[src/hdl/wrsi_pkg.sv]
// Shared constants for the Wilder RSI stream core.
// Used by the core and the port checker; depends on nothing.
`default_nettype none

package wrsi_pkg;

	localparam int ACC_BITS = 61;
	localparam int PERIOD_W = 10;
	localparam int RSI_W    = 15;
	localparam int MUL_W    = 15;

	localparam logic [PERIOD_W-1:0] PERIOD_RESET = 10'd14;
	localparam logic [PERIOD_W-1:0] PERIOD_MIN   = 10'd2;
	localparam logic [RSI_W-1:0]    RSI_FULL     = 15'd25600;

endpackage

`default_nettype wire

[src/hdl/wrsi_div.sv]
// Shared restoring divider, one quotient bit per cycle, dividend left-aligned.
// Used by wilder_rsi_stream_core; no package dependencies.
`default_nettype none

module wrsi_div #(
	parameter int DVD_W = 77,
	parameter int DVS_W = 62,
	parameter int QUO_W = 61,
	parameter int LEN_W = 7
) (
	input  wire logic             clk,
	input  wire logic             arst_n,
	input  wire logic             start,
	input  wire logic [LEN_W-1:0] len,
	input  wire logic [DVD_W-1:0] dividend,
	input  wire logic [DVS_W-1:0] divisor,
	output logic                  busy,
	output logic [QUO_W-1:0]      quotient
);

	logic             busy_q;
	logic [LEN_W-1:0] cnt_q;
	logic [DVD_W-1:0] dvd_q;
	logic [DVS_W-1:0] dvs_q;
	logic [DVS_W-1:0] rem_q;
	logic [QUO_W-1:0] quo_q;
	logic [DVS_W:0]   trial;
	logic [DVS_W:0]   diff;
	logic             ge;

	assign trial = {rem_q, dvd_q[DVD_W-1]};
	assign ge    = trial >= {1'b0, dvs_q};
	assign diff  = trial - {1'b0, dvs_q};

	always_ff @(posedge clk or negedge arst_n) begin
		if (!arst_n) begin
			busy_q <= 1'b0;
			cnt_q  <= '0;
		end else if (start) begin
			busy_q <= len != '0;
			cnt_q  <= len;
		end else if (busy_q) begin
			busy_q <= cnt_q != LEN_W'(1);
			cnt_q  <= cnt_q - LEN_W'(1);
		end
	end

	always_ff @(posedge clk) begin
		if (start) begin
			dvd_q <= dividend;
			dvs_q <= divisor;
			rem_q <= '0;
			quo_q <= '0;
		end else if (busy_q) begin
			dvd_q <= {dvd_q[DVD_W-2:0], 1'b0};
			rem_q <= ge ? diff[DVS_W-1:0] : trial[DVS_W-1:0];
			quo_q <= {quo_q[QUO_W-2:0], ge};
		end
	end

	assign busy     = busy_q;
	assign quotient = quo_q;

endmodule

`default_nettype wire

[src/hdl/wilder_rsi_stream_core.sv]
// Wilder RSI stream core: top level with sequencer, accumulators and output register.
// Depends on wrsi_pkg and wrsi_div.
//
// One price per input item, one result item per input item. From the change that ends
// warm-up on, every item runs three divisions one after another on a single shared
// bit-serial divider (one quotient bit per cycle). The ratio division is skipped when
// either average is zero. Input ready is high only while the sequencer is idle; a
// finished result sits in the output register, so the next price is taken while that
// result waits. rsi_value is in units of 1/256 and rsi_valid (tuser) is set once
// period changes have been averaged.
`default_nettype none

module wilder_rsi_stream_core #(
	parameter int PRICE_BITS = 32,
	parameter int FRAC_BITS  = 16
) (
	input  wire logic        clk,
	input  wire logic        arst_n,
	input  wire logic        cfg_wen,
	input  wire logic [9:0]  cfg_wdata,     // period
	input  wire logic        s_axis_tvalid,
	output logic             s_axis_tready,
	input  wire logic [31:0] s_axis_tdata,  // [31:0] price
	output logic             m_axis_tvalid,
	input  wire logic        m_axis_tready,
	output logic [15:0]      m_axis_tdata,  // [14:0] rsi_value, [15] zero
	output logic [0:0]       m_axis_tuser   // [0] rsi_valid
);

	localparam int AW    = wrsi_pkg::ACC_BITS;
	localparam int PW_I  = wrsi_pkg::PERIOD_W;
	localparam int RW    = wrsi_pkg::RSI_W;
	localparam int MW    = wrsi_pkg::MUL_W;
	localparam int PW    = (PRICE_BITS < 32) ? PRICE_BITS : 32;
	localparam int EXT_W = (FRAC_BITS > MW) ? FRAC_BITS : MW;
	localparam int DVD_W = AW + EXT_W;
	localparam int DVS_W = AW + 1;
	localparam int LEN_W = $clog2(DVD_W + 1);

	localparam logic [3:0] ST_IDLE   = 4'd0;
	localparam logic [3:0] ST_ACCUM  = 4'd1;
	localparam logic [3:0] ST_G_GO   = 4'd2;
	localparam logic [3:0] ST_G_WAIT = 4'd3;
	localparam logic [3:0] ST_L_GO   = 4'd4;
	localparam logic [3:0] ST_L_WAIT = 4'd5;
	localparam logic [3:0] ST_R_GO   = 4'd6;
	localparam logic [3:0] ST_R_WAIT = 4'd7;
	localparam logic [3:0] ST_DONE   = 4'd8;

	logic [3:0]      state_q;
	logic [PW_I-1:0] period_q;
	logic [PW_I-1:0] p_eff;
	logic [PW-1:0]   prev_q;
	logic            have_prev_q;
	logic [PW_I-1:0] cnt_q;
	logic [PW_I-1:0] cnt_nxt;
	logic [AW-1:0]   g_acc_q;
	logic [AW-1:0]   l_acc_q;
	logic [PW-1:0]   gain_q;
	logic [PW-1:0]   loss_q;
	logic            seed_q;
	logic            up_q;
	logic [RW-1:0]   res_value_q;
	logic            res_valid_q;
	logic            out_valid_q;
	logic [RW-1:0]   out_value_q;
	logic            out_flag_q;

	logic [PW-1:0]   price_in;
	logic            accept;
	logic            out_load;
	logic            rise;
	logic            sel_gain;
	logic [AW-1:0]   acc_sel;
	logic [AW-1:0]   x_sel;
	logic            up_w;
	logic [AW-1:0]   mag;
	logic [AW-1:0]   new_acc;
	logic [DVD_W-1:0] g_ext;
	logic [DVD_W-1:0] prod;
	logic [DVS_W-1:0] sum_gl;
	logic             nz_both;

	logic             div_start;
	logic [LEN_W-1:0] div_len;
	logic [DVD_W-1:0] div_dvd;
	logic [DVS_W-1:0] div_dvs;
	logic             div_busy;
	logic [AW-1:0]    div_quo;

	assign p_eff    = (period_q < wrsi_pkg::PERIOD_MIN) ? wrsi_pkg::PERIOD_MIN : period_q;
	assign price_in = s_axis_tdata[PW-1:0];
	assign accept   = s_axis_tvalid && s_axis_tready;
	assign out_load = (state_q == ST_DONE) && (!out_valid_q || m_axis_tready);
	assign rise     = price_in > prev_q;
	assign cnt_nxt  = cnt_q + PW_I'(1);

	assign sel_gain = (state_q == ST_G_GO) || (state_q == ST_G_WAIT);
	assign acc_sel  = sel_gain ? g_acc_q : l_acc_q;
	assign x_sel    = sel_gain ? {{(AW-PW-FRAC_BITS){1'b0}}, gain_q, {FRAC_BITS{1'b0}}}
	                           : {{(AW-PW-FRAC_BITS){1'b0}}, loss_q, {FRAC_BITS{1'b0}}};
	assign up_w     = x_sel >= acc_sel;
	assign mag      = up_w ? (x_sel - acc_sel) : (acc_sel - x_sel);
	assign new_acc  = seed_q ? div_quo : (up_q ? (acc_sel + div_quo) : (acc_sel - div_quo));

	// 25600 = 2^14 + 2^13 + 2^10
	assign g_ext   = DVD_W'(g_acc_q);
	assign prod    = ((g_ext << 14) + (g_ext << 13) + (g_ext << 10)) << (EXT_W - MW);
	assign sum_gl  = {1'b0, g_acc_q} + {1'b0, l_acc_q};
	assign nz_both = (l_acc_q != '0) && (g_acc_q != '0);

	always_comb begin
		div_start = 1'b0;
		div_len   = '0;
		div_dvd   = {mag, {EXT_W{1'b0}}};
		div_dvs   = DVS_W'(p_eff);
		case (state_q)
			ST_G_GO, ST_L_GO: begin
				div_start = 1'b1;
				if (seed_q) begin
					div_len = LEN_W'(AW + FRAC_BITS);
					div_dvd = {acc_sel, {EXT_W{1'b0}}};
				end else begin
					div_len = LEN_W'(AW);
				end
			end
			ST_R_GO: begin
				div_start = nz_both;
				div_len   = LEN_W'(AW + MW);
				div_dvd   = prod;
				div_dvs   = sum_gl;
			end
			default: begin
				div_start = 1'b0;
			end
		endcase
	end

	wrsi_div #(
		.DVD_W(DVD_W),
		.DVS_W(DVS_W),
		.QUO_W(AW),
		.LEN_W(LEN_W)
	) u_div (
		.clk      (clk),
		.arst_n   (arst_n),
		.start    (div_start),
		.len      (div_len),
		.dividend (div_dvd),
		.divisor  (div_dvs),
		.busy     (div_busy),
		.quotient (div_quo)
	);

	always_ff @(posedge clk or negedge arst_n) begin
		if (!arst_n) begin
			state_q     <= ST_IDLE;
			period_q    <= wrsi_pkg::PERIOD_RESET;
			prev_q      <= '0;
			have_prev_q <= 1'b0;
			cnt_q       <= '0;
			g_acc_q     <= '0;
			l_acc_q     <= '0;
			seed_q      <= 1'b0;
			out_valid_q <= 1'b0;
		end else begin
			if (cfg_wen) begin
				period_q <= cfg_wdata;
			end
			if (out_load) begin
				out_valid_q <= 1'b1;
			end else if (m_axis_tready) begin
				out_valid_q <= 1'b0;
			end
			case (state_q)
				ST_IDLE: begin
					if (accept) begin
						prev_q      <= price_in;
						have_prev_q <= 1'b1;
						if (!have_prev_q) begin
							state_q <= ST_DONE;
						end else if (cnt_q < p_eff) begin
							state_q <= ST_ACCUM;
						end else begin
							cnt_q   <= p_eff;
							seed_q  <= 1'b0;
							state_q <= ST_G_GO;
						end
					end
				end
				ST_ACCUM: begin
					g_acc_q <= g_acc_q + AW'(gain_q);
					l_acc_q <= l_acc_q + AW'(loss_q);
					cnt_q   <= cnt_nxt;
					if (cnt_nxt >= p_eff) begin
						seed_q  <= 1'b1;
						state_q <= ST_G_GO;
					end else begin
						state_q <= ST_DONE;
					end
				end
				ST_G_GO: begin
					state_q <= ST_G_WAIT;
				end
				ST_G_WAIT: begin
					if (!div_busy) begin
						g_acc_q <= new_acc;
						state_q <= ST_L_GO;
					end
				end
				ST_L_GO: begin
					state_q <= ST_L_WAIT;
				end
				ST_L_WAIT: begin
					if (!div_busy) begin
						l_acc_q <= new_acc;
						state_q <= ST_R_GO;
					end
				end
				ST_R_GO: begin
					state_q <= nz_both ? ST_R_WAIT : ST_DONE;
				end
				ST_R_WAIT: begin
					if (!div_busy) begin
						state_q <= ST_DONE;
					end
				end
				ST_DONE: begin
					if (out_load) begin
						state_q <= ST_IDLE;
					end
				end
				default: begin
					state_q <= ST_IDLE;
				end
			endcase
		end
	end

	always_ff @(posedge clk) begin
		case (state_q)
			ST_IDLE: begin
				if (accept) begin
					gain_q      <= rise ? (price_in - prev_q) : '0;
					loss_q      <= rise ? '0 : (prev_q - price_in);
					res_value_q <= '0;
					res_valid_q <= 1'b0;
				end
			end
			ST_G_GO, ST_L_GO: begin
				up_q <= up_w;
			end
			ST_R_GO: begin
				res_valid_q <= 1'b1;
				if (l_acc_q == '0) begin
					res_value_q <= wrsi_pkg::RSI_FULL;
				end else begin
					res_value_q <= '0;
				end
			end
			ST_R_WAIT: begin
				if (!div_busy) begin
					res_value_q <= div_quo[RW-1:0];
				end
			end
			ST_DONE: begin
				if (out_load) begin
					out_value_q <= res_value_q;
					out_flag_q  <= res_valid_q;
				end
			end
			default: begin
				up_q <= up_q;
			end
		endcase
	end

	assign s_axis_tready = state_q == ST_IDLE;
	assign m_axis_tvalid = out_valid_q;
	assign m_axis_tdata  = {1'b0, out_value_q};
	assign m_axis_tuser  = out_flag_q;

endmodule

`default_nettype wire

[config.mk]
export PLATFORM = sky130hd
export DESIGN_NAME = wilder_rsi_stream_core
export DESIGN_NICKNAME = d
export VERILOG_FILES = /design/src/hdl/wrsi_pkg.sv /design/src/hdl/wrsi_div.sv /design/src/hdl/wilder_rsi_stream_core.sv
export SDC_FILE = /design/constraint.sdc
export NUM_CORES = 2
export LEC_CHECK = 0
export ABC_AREA = 1
export BUFFER_PORTS_ARGS = -buffer_cell sky130_fd_sc_hd__buf_4
export CORE_MARGIN = 2
export CORE_UTILIZATION = 45
export CTS_CLUSTER_DIAMETER = 30
export DETAILED_ROUTE_END_ITERATION = 8
export PLACE_DENSITY_LB_ADDON = 0.08
export SKIP_CTS_REPAIR_TIMING = 1
export SLEW_MARGIN = 5
export SYNTH_ARGS = -nofsm -noshare
export SYNTH_HDL_FRONTEND = slang
export SYNTH_HIERARCHICAL = 1
export SYNTH_SLANG_ARGS = --single-unit
[constraint.sdc]
create_clock -name clk -period 8.7 [get_ports clk]
set_input_delay 0.87 -clock clk [delete_from_list [all_inputs] [get_ports clk]]
set_output_delay 0.87 -clock clk [all_outputs]
set_load 0.1 [all_outputs]
# Word-level counts from Yosys, hierarchy flattened
# Index checks and enable logic that the tools add are counted.
# op_classes
mux,49
order_cmp,6
n_reduce_logical,28
add_sub_neg,14
n_eq_ne,17
# ops
cell,n
61-bit two-way mux,5
61-bit one-hot mux with 2 select lines,2
77-bit two-way mux,3
77-bit one-hot mux with 2 select lines,1
61-bit by 32-bit adder with 61-bit output,2
61-bit nonzero test,2
75-bit by 74-bit adder with 76-bit output,1
76-bit by 71-bit adder with 76-bit output,1
32-bit subtractor,2
63-bit by 62-bit >= comparator with 1-bit output,1
61-bit by 61-bit adder with 62-bit output,1
62-bit two-way mux,1
62-bit subtractor,1
61-bit adder,1
48-bit by 61-bit >= comparator with 1-bit output,1
61-bit zero test,1
48-bit by 61-bit subtractor with 61-bit output,1
61-bit by 48-bit subtractor with 61-bit output,1
61-bit subtractor,1
10-bit two-way mux,5
48-bit two-way mux,1
15-bit two-way mux,3
15-bit one-hot mux with 3 select lines,1
4-bit one-hot mux with 9 select lines,1
32 further kinds,74
# totals
input_bits,47
ff_bits,548
word_cells,137
output_inout_bits,19

# Logic depth before layout (Yosys ltp)
# depth
depth_word,8
ltp_mapped,32
depth_no_buf,27

# Hierarchy
# Netlist, hierarchy kept.
# modules_own_cells
module,cells_each,area_each_um2,seq_area_each_um2,instances
wilder_rsi_stream_core,7646,46288.1,7445.9,1
wrsi_div,2392,16372.0,6836.6,1

# Least setup slack after synthesis
# OpenSTA, ideal clock, no wires.
# synth_path
path_kind,reg-to-reg
start,register state_q[1]
end,register u_div.dvd_q[0] (enable)
path_buffers,4
arrival_time_ps,5646
required_ps,8228
path_stages_with_launch,13
setup_ps,472
slack_ps,2582
synth_period_minus_slack_ps,6118
path_cell_list,dfrtp_1 clkbuf_1 inv_1 nor2_1 inv_1 nor2_1 clkbuf_1 nand2_1 nand2_1 clkbuf_1 nor2_1 inv_2 clkbuf_1
# synth_via
elab_chain_cells,4
word_cells_on_any_way,6
classes_between,3 x eq/ne; 1 x mux; 2 x reduce/logical
# synth_lines
item,line_no,source
"start, declared",wilder_rsi_stream_core.sv:50,logic [3:0] state_q;
"start signal, assigned",wilder_rsi_stream_core.sv:221,state_q <= nz_both ? ST_R_WAIT : ST_DONE;
4-bit by 2-bit equality test with 1-bit output or 4-bit by 3-bit equality test with 1-bit output (tied branches),wilder_rsi_stream_core.sv:117,case (state_q)
2-bit OR reduction,wilder_rsi_stream_core.sv:117,
1-bit one-hot mux with 2 select lines (*),wilder_rsi_stream_core.sv:117,
via div_start,wilder_rsi_stream_core.sv:84,logic div_start;
2-bit nonzero test (no line) (*),-,
"end signal, assigned",wrsi_div.sv:50,dvd_q <= dividend;
"end signal, assigned",wrsi_div.sv:55,"dvd_q <= {dvd_q[DVD_W-2:0], 1'b0};"
"end, declared",wrsi_div.sv:23,logic [DVD_W-1:0] dvd_q;
# Mark *: on every way through the listed nets, which the timed path passes. The rest lies on a longest branch.
# A chain may end at the register's enable or synchronous reset.

# Final worst setup path
# layout_path
start,register state_q[1]
end,register l_acc_q[39]
# layout_via
elab_chain_cells,8
word_cells_on_any_way,15
classes_between,2 x add/sub; 5 x eq/ne; 5 x mux; 3 x reduce/logical
# layout_lines
item,line_no,source
4-bit by 2-bit equality test with 1-bit output,wilder_rsi_stream_core.sv:98,assign sel_gain = (state_q == ST_G_GO) || (state_q == ST_G_WAIT);
1-bit logical OR,wilder_rsi_stream_core.sv:98,
61-bit two-way mux,wilder_rsi_stream_core.sv:99,assign acc_sel = sel_gain ? g_acc_q : l_acc_q;
61-bit subtractor or 61-bit adder (tied branches),wilder_rsi_stream_core.sv:104,assign new_acc = seed_q ? div_quo : (up_q ? (acc_sel + div_quo) : (acc_sel - div_quo));
61-bit two-way mux (2 in a row),wilder_rsi_stream_core.sv:104,
61-bit two-way mux,wilder_rsi_stream_core.sv:215,if (!div_busy) begin
61-bit one-hot mux with 2 select lines,wilder_rsi_stream_core.sv:175,case (state_q)
"end signal, assigned",wilder_rsi_stream_core.sv:193,l_acc_q <= l_acc_q + AW'(loss_q);
"end signal, assigned",wilder_rsi_stream_core.sv:216,l_acc_q <= new_acc;
"end, declared",wilder_rsi_stream_core.sv:58,logic [AW-1:0] l_acc_q;
# Several ways; a longest one is shown, not always the timed one. The select of a mux whose other input is x is not followed.

==> flow_summary.toml <==
[setup_path]
arrival_ns = 7.77
worstSetupPathType = "reg -> reg"
critical_path_required_ns = 9.43
crit_path_start_kind = "flop"
endpoint_kind = "flop"
reg2regPathDepth = 23
cp_max_fo = 101

[synthesis]
synth_top_area_share_pct = 16.6
yosysSeqAreaShare_pct = 22.8
yosysTopAreaCell = "nand2_1"
synth-seq-cells = 548
postSynthCellCount = 10000
async_reset_ff_share_pct = 34.5
synth.area.top_cells = "nand2_1, edfxtp_1, ha_1, inv_1, dfrtp_1"
synth_edf_count = 236
ys.flop_type = "edfxtp_1"
synth_area_per_cell_um2 = 6.24
syn_area_um2 = 62700
synth_cell_type_count = 74
ys_warn_count = 6

[cells_and_area]
drive_gt1_share_pct = 5.90
stdcell_area_um2 = 70900
final_cell_mix = "nand2_1, inv_1, nor2_1, a21oi_1, o21ai_0"
fin_nets = 10800
area_delta_synth_final_pct = 13.2
final_common_cell = "nand2_1"

[route]
wl_per_cell_um = 25.6
drt_pass1_iterations = 8
drcViolationCount = 0
via_per_inst = 5.91
vias = 71300
ant_nets = 0
totalWireLength_um = 309000
drt_iter0_drc = 9009

[floorplanning]
rows = 136
start_util_pct = 45.5
die_y_um = 377
core_area_um2 = 138000
pin_count = 66
die_w_um = 377
die_area_um2 = 142000

[timing]
fin_tns_setup_ns = 0
hold_viol_final = 0
rsz0062_at_grt = "false"
finClkSkew_ns = 0.0693
period_needed_ns = 7.05
hold_ws_ns = 0.0878
setup_viol_count_final = 0
tightest_slew_ns = 1.56
maxSlewHeadroom_pct = -5.30
fmax_ghz = 0.142
setup_ws_ns = 1.65
finalMaxSlewViolations = 4
fin_crit_sh_pct = 81.0

[place]
dp.final_hpwl_um = 252000
gp_congestion = 1.07
io_buffers = 64
post-place-ws_ns = 2.09
placed_cell_area_um2 = 65100

[cts]
clk_pin_slew_ns = 0.06
cts-root-buf = "clkbuf_16"
numClockSinks = 548
clk_latency_ns = 0.82
numCtsBuffers = 164
h-tree-depth = 4
cts_tree = "built"
cts.path.max_buffers = 3

[outcome]
outcome = "complete, but fails checks"
violations = "capacitance limit, slew limit"

[global_routing]
track_usage_pct = 42.4
grt_start_max_net_pins = 125
antenna_found_initial = 16
grt_pass1_vias = 66900
grt_pass1_wl_um = 443000
gr-total-overflow = 0

[min_path]
hp-class = "in -> async"

[run]
maxCapViolations = 1
[per-layer routing]
layer / vias up / global-route usage (%) / routed length [um]
met4: 18 / 21.5 / 17700
li1: 32900 / - / -
met1: 33500 / 56.6 / 128000
met5: - / 0 / 148
met2: 4055 / 62.7 / 127000
met3: 784 / 11.3 / 35700
[Yosys cell counts, types with 14 or more instances]
master and instances:
o21ai_1 56, nor2_2 16, o211ai_1 54, dfxtp_1 123
buf_1 27, nand3_1 575, o21ai_2 22, o21bai_1 27
nand4_1 149, edfxtp_1 236, or2_2 59, xnor2_1 75
a21boi_0 25, nand3b_1 55, ha_1 522, o21a_1 42
a21o_1 30, clkbuf_1 165, nor2_1 889, nor4_1 52
o22ai_1 84, nor3_1 96, xor2_1 199, a211oi_1 15
fa_1 66, a31oi_1 84, inv_1 1681, o21ai_0 691
a21oi_1 778, dfrtp_1 186, nand2_1 2768, o31ai_1 14
inv_2 25
[layout make-up]
class / count / area [um2]
timing repair buffer: 142 / 1100
inverter: 1710 / 6430
multi-input combinational: 7562 / 41100
fill: 14200 / 66900
tap: 1794 / 2240
antenna: 5 / 12.5
clock inverter: 97 / 1260
clock buffer: 211 / 4530
sequential: 548 / 14300
[sequential cells by signal (all words and copies together) (netlist names)]
register / cells
u_div/rem_q: 62
have_prev_q: 1
state_q: 4
up_q: 1
period_q: 10
out_value_q: 15
l_acc_q: 61
u_div/dvs_q: 62
u_div/cnt_q: 7
g_acc_q: 61
m_axis_tuser: 1
res_valid_q: 1
res_value_q: 15
m_axis_tvalid: 1
u_div/busy: 1
u_div/dvd_q: 77
u_div/quotient: 61
loss_q: 32
gain_q: 32
prev_q: 32
seed_q: 1
cnt_q: 10
[critical path, stage by stage, from the launching register on]
cell,delay (ns)
dfrtp_1,0.65
nand2_8,0.43
buf_12,0.40
o21ai_1,0.79
inv_1,0.44
ha_1,0.42
nand3_1,0.08
nand2_1,0.11
a21oi_1,0.09
o21ai_0,0.27
a21boi_0,0.28
o21ai_0,0.91
nand2_1,0.12
nand2_1,0.29
nand2_1,0.08
nand2_1,0.23
nand2_1,0.09
nand2_1,0.12
nand2_1,0.08
nand3_1,0.08
nand3_1,0.43
nand3_1,0.28
nand3_1,0.09
nand2_1,0.09
[logic make-up after synthesis]
logic type,count (synthesis),synth area share [%]
simple gates,4705,31.4
other cells,1,0.00598
xor+xnor,274,3.83
compound gates,1980,17.5
mux,1,0.0180
flops,548,22.8
buf+inv,1941,11.9
fa+ha+maj,588,12.5
[stage by stage]
stage	std cells	utilization, %
final	12100	51.5
after CTS	12100	51.4
after global routing	12100	51.4
after detailed placement	11800	47.2
after global placement	11800	47.2
after floorplan	10100	-
[final timing paths]
kind,to,start,slack (ns)
setup / recovery,l_acc_q[39],state_q[1],1.65
hold / removal,prev_q[31],arst_n,0.09
setup reg to reg,l_acc_q[39],state_q[1],1.65
hold reg to reg,out_value_q[8],res_value_q[8],0.43
max in group asynchronous,g_acc_q[41],arst_n,7.14
min in group clk,period_q[6],cfg_wdata[6],0.28
Power is left out: the tool's default activity adds up to more than one toggle a clock period on the data nets, which glitch-free logic cannot reach.
